### config.mk
export PLATFORM = sky130hd
export DESIGN_NAME = nci_ctrl
export DESIGN_NICKNAME = d
export VERILOG_FILES = /design/src/hw/rtl/nci_pkg.sv /design/src/hw/rtl/nci_ctrl.sv
export SDC_FILE = /design/constraint.sdc
export NUM_CORES = 1
export LEC_CHECK = 0
export ABC_AREA = 1
export BUFFER_PORTS_ARGS = -buffer_cell sky130_fd_sc_hd__buf_2
export CORE_MARGIN = 2
export CORE_UTILIZATION = 45
export CTS_CLUSTER_DIAMETER = 80
export DETAILED_ROUTE_END_ITERATION = 6
export GPL_TIMING_DRIVEN = 0
export PLACE_DENSITY = 0.8
export SKIP_CTS_REPAIR_TIMING = 1
export SLEW_MARGIN = 10
export SYNTH_ARGS = -nofsm -noshare
export SYNTH_HDL_FRONTEND = slang
export SYNTH_SLANG_ARGS = --single-unit
export TNS_END_PERCENT = 10
### constraint.sdc
create_clock -name clk -period 1.42 [get_ports clk]
set_input_delay 0.284 -clock clk [delete_from_list [all_inputs] [get_ports clk]]
set_output_delay 0.284 -clock clk [all_outputs]
set_load 0.1 [all_outputs]
### src/hw/rtl/nci_pkg.sv
// ----------------------------------------------------------------------------
// nci_pkg
// Shared types and codes for the nearest-centre quadratic interpolator.
// ----------------------------------------------------------------------------
package nci_pkg;

	localparam int DATA_W  = 32;
	localparam int INDEX_W = 10;
	localparam int COUNT_W = 11;

	// action codes
	localparam logic [1:0] ACT_CLEAR  = 2'd0;
	localparam logic [1:0] ACT_APPEND = 2'd1;
	localparam logic [1:0] ACT_QUERY  = 2'd2;

	// result status codes
	localparam logic [1:0] ST_OK    = 2'd0;
	localparam logic [1:0] ST_EMPTY = 2'd1;
	localparam logic [1:0] ST_FULL  = 2'd2;

	typedef enum logic [4:0] {
		S_IDLE,
		S_DECODE,
		S_APP_RND,
		S_APP_WR,
		S_Q_LAST,
		S_Q_FIRST,
		S_Q_BIS,
		S_Q_PICK,
		S_Q_DIFF,
		S_Q_M1,
		S_Q_M2,
		S_Q_M3,
		S_Q_M4,
		S_Q_M5,
		S_Q_SUM,
		S_FINISH
	} nci_state_t;

	typedef enum logic [4:0] {
		OP_NONE,
		OP_LOAD,
		OP_RES_OK,
		OP_CLEAR,
		OP_REJECT,
		OP_EMPTY,
		OP_APP_MUL,
		OP_APP_RND,
		OP_APP_WR,
		OP_RD_LAST,
		OP_CHK_LAST,
		OP_CHK_FIRST,
		OP_BISECT,
		OP_PICK,
		OP_DIFF,
		OP_MUL1,
		OP_MUL2,
		OP_MUL3,
		OP_MUL4,
		OP_MUL5,
		OP_SUM
	} nci_op_t;

	typedef struct packed {
		nci_op_t op;
		logic    out_load;
	} nci_cmd_t;

	typedef struct packed {
		logic [1:0] action;
		logic       full;
		logic       empty;
		logic       hit_last;
		logic       hit_first;
		logic       bis_done;
	} nci_sts_t;

endpackage

### src/hw/rtl/nci_ctrl.sv
// ----------------------------------------------------------------------------
// nci_ctrl
// Sequencer for the interpolator: walks each item through its datapath steps.
// ----------------------------------------------------------------------------
module nci_ctrl import nci_pkg::*; (
	input  logic     clk,
	input  logic     arst_n,
	input  logic     in_valid,
	output logic     in_ready,
	output logic     out_valid,
	input  logic     out_ready,
	input  nci_sts_t sts,
	output nci_cmd_t cmd
);

	nci_state_t state_q, state_d;
	logic       out_valid_q;

	always_ff @(posedge clk or negedge arst_n) begin
		if (!arst_n) begin
			state_q     <= S_IDLE;
			out_valid_q <= 1'b0;
		end else begin
			state_q <= state_d;
			if (cmd.out_load) begin
				out_valid_q <= 1'b1;
			end else if (out_ready) begin
				out_valid_q <= 1'b0;
			end
		end
	end

	always_comb begin
		state_d      = state_q;
		cmd.op       = OP_NONE;
		cmd.out_load = 1'b0;
		unique case (state_q)
			S_IDLE: begin
				if (in_valid) begin
					cmd.op  = OP_LOAD;
					state_d = S_DECODE;
				end
			end
			S_DECODE: begin
				unique case (sts.action)
					ACT_CLEAR: begin
						cmd.op  = OP_CLEAR;
						state_d = S_FINISH;
					end
					ACT_APPEND: begin
						if (sts.full) begin
							cmd.op  = OP_REJECT;
							state_d = S_FINISH;
						end else begin
							cmd.op  = OP_APP_MUL;
							state_d = S_APP_RND;
						end
					end
					ACT_QUERY: begin
						if (sts.empty) begin
							cmd.op  = OP_EMPTY;
							state_d = S_FINISH;
						end else begin
							cmd.op  = OP_RD_LAST;
							state_d = S_Q_LAST;
						end
					end
					default: begin
						cmd.op  = OP_RES_OK;
						state_d = S_FINISH;
					end
				endcase
			end
			S_APP_RND: begin
				cmd.op  = OP_APP_RND;
				state_d = S_APP_WR;
			end
			S_APP_WR: begin
				cmd.op  = OP_APP_WR;
				state_d = S_FINISH;
			end
			S_Q_LAST: begin
				cmd.op  = OP_CHK_LAST;
				state_d = sts.hit_last ? S_Q_DIFF : S_Q_FIRST;
			end
			S_Q_FIRST: begin
				cmd.op = OP_CHK_FIRST;
				if (sts.hit_first) begin
					state_d = S_Q_DIFF;
				end else if (sts.bis_done) begin
					state_d = S_Q_PICK;
				end else begin
					state_d = S_Q_BIS;
				end
			end
			S_Q_BIS: begin
				cmd.op  = OP_BISECT;
				state_d = sts.bis_done ? S_Q_PICK : S_Q_BIS;
			end
			S_Q_PICK: begin
				cmd.op  = OP_PICK;
				state_d = S_Q_DIFF;
			end
			S_Q_DIFF: begin
				cmd.op  = OP_DIFF;
				state_d = S_Q_M1;
			end
			S_Q_M1: begin
				cmd.op  = OP_MUL1;
				state_d = S_Q_M2;
			end
			S_Q_M2: begin
				cmd.op  = OP_MUL2;
				state_d = S_Q_M3;
			end
			S_Q_M3: begin
				cmd.op  = OP_MUL3;
				state_d = S_Q_M4;
			end
			S_Q_M4: begin
				cmd.op  = OP_MUL4;
				state_d = S_Q_M5;
			end
			S_Q_M5: begin
				cmd.op  = OP_MUL5;
				state_d = S_Q_SUM;
			end
			S_Q_SUM: begin
				cmd.op  = OP_SUM;
				state_d = S_FINISH;
			end
			S_FINISH: begin
				if (!out_valid_q || out_ready) begin
					cmd.out_load = 1'b1;
					state_d      = S_IDLE;
				end
			end
			default: begin
				state_d = S_IDLE;
			end
		endcase
	end

	assign in_ready  = (state_q == S_IDLE);
	assign out_valid = out_valid_q;

endmodule

==> Word level (Yosys, flattened, before mapping) <==
Cells that the tools add are included.
{ "classes": {"n_mux": 18, "n_reduce_logical": 7, "n_eq_ne": 19} }
{ "op_table": {"columns": ["op", "n"], "rows": [
  ["5-bit one-hot mux with 15 select lines", 2],
  ["5-bit by 4-bit equality test with 1-bit output (second input constant)", 8],
  ["5-bit by 3-bit equality test with 1-bit output (second input constant)", 4],
  ["4-bit 2-to-1 mux", 5],
  ["4-bit one-hot mux with 3 select lines", 1],
  ["5-bit by 2-bit equality test with 1-bit output (second input constant)", 2],
  ["5-bit 2-to-1 mux", 2],
  ["4-bit one-hot mux with 2 select lines", 1],
  ["1-bit 2-to-1 mux", 6],
  ["5-bit by 1-bit equality test with 1-bit output (second input constant)", 1],
  ["5-bit logical NOT", 1],
  ["2-bit != test (second input constant)", 2],
  ["2-bit by 1-bit equality test with 1-bit output (second input constant)", 1],
  ["2-bit equality test (second input constant)", 1],
  ["2-bit logical NOT", 1],
  ["2-bit 2-to-1 mux", 1],
  ["2-bit AND reduction", 1],
  ["2-bit nonzero test", 1],
  ["2-bit OR reduction", 1],
  ["1-bit logical NOT", 1],
  ["1-bit logical OR", 1]
]} }
{ "word_totals": {"elab_cells": 46, "register_bits": 6, "out_inout_bits": 8, "in_bits": 11} }

==> Longest topological paths before layout <==
{ "logic_depth": {"word_depth": 5, "ltp_mapped": 9} }

==> Worst setup path before layout <==
No wires, ideal clock.
{ "synth_path": {"path_kind": "reg-to-output", "startpoint": "register state_q[2]", "endpoint": "output cmd[5] (netlist bit)", "required_time_ns": 1.136, "path_buffers": 0, "arrival_time_ns": 2.698, "path_stages_with_launch": 4, "slack_ns": -1.562, "path_cell_list": "dfrtp_1 > inv_2 > nand2_1 > o21ai_0"} }
{ "synth_lines": {"columns": ["item", "line_no", "rtl"], "rows": [
  ["start: declaration", "nci_ctrl.sv:16", "nci_state_t state_q, state_d;"],
  ["start signal: assignment", "nci_ctrl.sv:24", "state_q <= state_d;"],
  ["end: declaration", "nci_ctrl.sv:13", "output nci_cmd_t cmd"]
]} }

==> summary by stage <==
Place
Including well taps, the total number of placed cells is ~140. During placement, the flow inserted port buffers numbering 18. The final estimated routing congestion in global placement is slightly below 0.9. The placed wire-length estimate is between 1000 and 1500 um.

Routing
Using the TritonRoute via totals, the vias-per-cell ratio works out to between 5 and 6. The count of nets left with antenna violations once routing finished came out at 0. The routed layout has approximately 800 vias. For this run, design rule violations remaining after detail routing come to 0. In this run, the number of DRC markers left after iteration 0 of detailed routing was 35. The final routed wire length divided by cell count is 13.10 um. The length of the first detailed-routing pass in iterations is 4.

For this block, the routed nets add up to between 1500 and 2000 um of wire.

Global route
Global routing finished with a remaining overflow of 0. Across every metal layer, demand over resource in global routing totals 20.21%. The initial antenna violation count was 0. The via count of the first global-routing pass is approximately 650. The global-route wire length before repair is 2684 um. Entering global routing, the biggest net connects 10 pins.

Synth
Among all flip-flop cells after synthesis, the most frequent one is dfrtp_1. After synthesis, the mean cell area works out to roughly 6.3 um2. The number of enable-type register cells in the synthesized netlist is 0.

Sorting the synthesized cells by area gives the leading types as dfrtp_1 (19%), nand2_1 (14%), ha_1 (12%), nand3_1 (8.5%), inv_1 (8.1%). The cell count after synthesis is around 100. The top cell type by area accounts for between 10% and 20% of the synthesized area. The synthesized design contains 5 register bits. The distinct cell type count of the synthesized netlist is 17. Sequential cells were found to cover between 10% and 20% of the synthesized design area. During synthesis, Yosys emitted a total of 0 warnings. dfrtp_1 takes more of the synthesized area than any other cell.

The cell area that synthesis handed to floorplanning was roughly 650 um2. Ranked by instance count, the synthesized netlist is headed by nand2_1 (25), inv_1 (14), nand3_1 (11), nor2_1 (11), o21ai_0 (8). The net count after synthesis is 120. The library cell with the highest instance count after synthesis is nand2_1. The async set or reset register ratio after synthesis is between 90% and 100%.

Clock tree
The largest buffer count on any clock path is 2. CTS built an H-tree with a depth of 1. Clock-pin slew was measured on the worst setup and hold paths at 0.05 ns. TritonCTS built the clock tree.

The clock latency of the later-clocked register in the worst-skew pair is about 0.24 ns. The total number of clock tree sinks is 5. CTS placed an instance of clkbuf_4 at the clock tree root. The number of clock buffers added by TritonCTS is 3.

Timing
For the finished layout, the period the worst path requires is approximately 1.8 ns. The worst slew margin relative to its limit is about two thirds. The worst path uses 128.9% of the clock period. The final count of negative-setup-slack endpoints is 7. Hold timing on the final database bottoms out at a slack of between 0.2 and 0.3 ns. Once routing completed, OpenROAD measured the worst setup slack at -0.4099 ns. Setup repair after global routing could not meet its margin everywhere. The transition time at the pin with the least slew margin is just under 0.5 ns. The count of pins over their slew limit came to 0.

The number of endpoints with negative hold slack in the final report is 0. The achievable frequency is about 550 MHz. The worst clock skew is roughly 0.0024 ns.

Setup path
The launching point of the worst reg2reg path is state_q[3]$_DFFE_PN0P_. The largest fanout on the critical path is 5. The required time at the worst-slack endpoint is ~1.1 ns. The endpoint identified for the worst register-to-register timing path is state_q[0]$_DFFE_PN0P_. The worst reg-to-reg setup slack is 0.14 ns. The critical path is of the flop to primary output type. The worst-case reg-to-reg path depth is 8.

STA classifies the critical path endpoint as a primary output. At the worst endpoint, the arrival time is 1.55 ns. STA classifies the critical path startpoint as a flop.

Floorplan
The total die area is between 1500 and 2000 um2. Row generation in the floorplan step produced 13 rows. The die is about 42 um wide.

The floorplan core area is between 1000 and 1500 um2. Measured along the y axis, the die boundary spans 42.03 um. The number of I/O pins is 19. Once the floorplan was initialized, standard cells occupied between 40% and 50% of the core.

Job
The max capacitance violation total is 0.

Min path
The worst hold path passes through 2 cells. The hold path startpoint is out_ready. The class of the worst hold path is primary input to flop. The path with the worst hold slack has its endpoint at out_valid$_DFFE_PN0P_.

Finish
In the final design database the tool counted approximately 150 nets. The final-layout fill cell count is between 90 and 100. The diode insertion count for antenna repair is 0. The fraction of final layout cells sized beyond drive strength 1 is a little over two fifths. Leaving out filler cells and counting taps, the final layout contains approximately 150. Compared with the post-synthesis result, the final layout area differs by 55.38%.

Outcome
The final reports fail on negative setup slack. The run finished, with violations left.
[cells in the final DEF (no fill, tap or decap)]
master,Yosys,final
a21oi_1,5,4
o2111ai_4,0,1
nor2_2,2,2
dfrtp_2,0,3
inv_4,0,2
nand3_4,1,1
buf_12,0,4
clkinv_2,0,1
inv_2,5,7
nand2_4,0,1
inv_1,14,9
nand2_2,2,2
inv_16,0,1
clkbuf_4,0,3
o21ai_0,8,6
buf_2,0,11
o211ai_1,3,3
buf_6,1,3
o2111ai_2,0,1
buf_8,0,1
dlygate4sd3_1,0,1
nand3_1,11,10
nand3_2,1,2
o21ai_1,0,1
nor2_8,1,1
buf_4,0,4
nand2_1,25,24
ha_1,6,4
dfrtp_1,5,2
nor2_4,0,1
nor2_1,11,10
o21ai_2,0,1
a21oi_2,0,1
ha_4,0,2
[state kept, by name, summed over array words and instances (netlist names)]
signal and cells:
state_q 4, out_valid 1
[through the flow]
stage / setup slack, ns / setup TNS (ns) / area [um2] / util (%)
2_1_floorplan: -0.9881 / -5.521 / 708.2 / -
3_3_place_gp: -0.4451 / -2.038 / 817.0 / 61.26
3_5_place_dp: -0.4235 / -2.052 / 817.0 / 61.26
4_1_cts: -0.7043 / -3.821 / 844.6 / 63.32
5_1_grt: -0.4597 / -2.541 / 1011 / 75.80
6_report: -0.4099 / -2.078 / 1011 / 75.80
[critical path, stage by stage, from the launching register on]
cell	delay (ns)
dfrtp_2	0.44
buf_4	0.16
nand2_1	0.18
nand3_1	0.17
o2111ai_4	0.14
buf_12	0.21
[per-layer routing]
layer	GRT usage [%]	routed length, um
met2	31.87	906
met4	11.25	65
met1	25.53	819
met5	0	0
met3	4.310	107
[cells by family after synthesis]
kind of cell    count (synthesis)  share of synthesized area, %
compound gates                 18                         16.15
flops                           5                         19.23
buf+inv                        20                         12.69
simple gates                   54                         40.38
fa+ha+maj                       6                         11.54
[worst max path at each step]
stage	startpoint	end	slack (ns)
final	state_q[3]$_DFFE_PN0P_	cmd[3]	-0.41
after global routing	state_q[3]$_DFFE_PN0P_	cmd[3]	-0.46
after detailed placement	state_q[2]$_DFFE_PN0P_	cmd[3]	-0.42
after CTS	state_q[2]$_DFFE_PN0P_	cmd[3]	-0.70
after floorplan	sts[5]	cmd[1]	-0.99
after global placement	state_q[2]$_DFFE_PN0P_	cmd[3]	-0.45
[cell type report]
class / count / area (um2) / area share [%]
multi-input cells: 78 / 519.2 / 51.36
repair buffers: 23 / 212.7 / 21.04
flip-flops and latches: 5 / 128.9 / 12.75
inverters: 19 / 92.59 / 9.158
clock buffers: 3 / 22.52 / 2.228
well taps: 15 / 18.77 / 1.856
plain buffers: 1 / 11.26 / 1.114
clock inverters: 1 / 5.005 / 0.4950
Power is not shown: default switching activity piles up to over one toggle a cycle in this logic, so the estimate is an artifact.
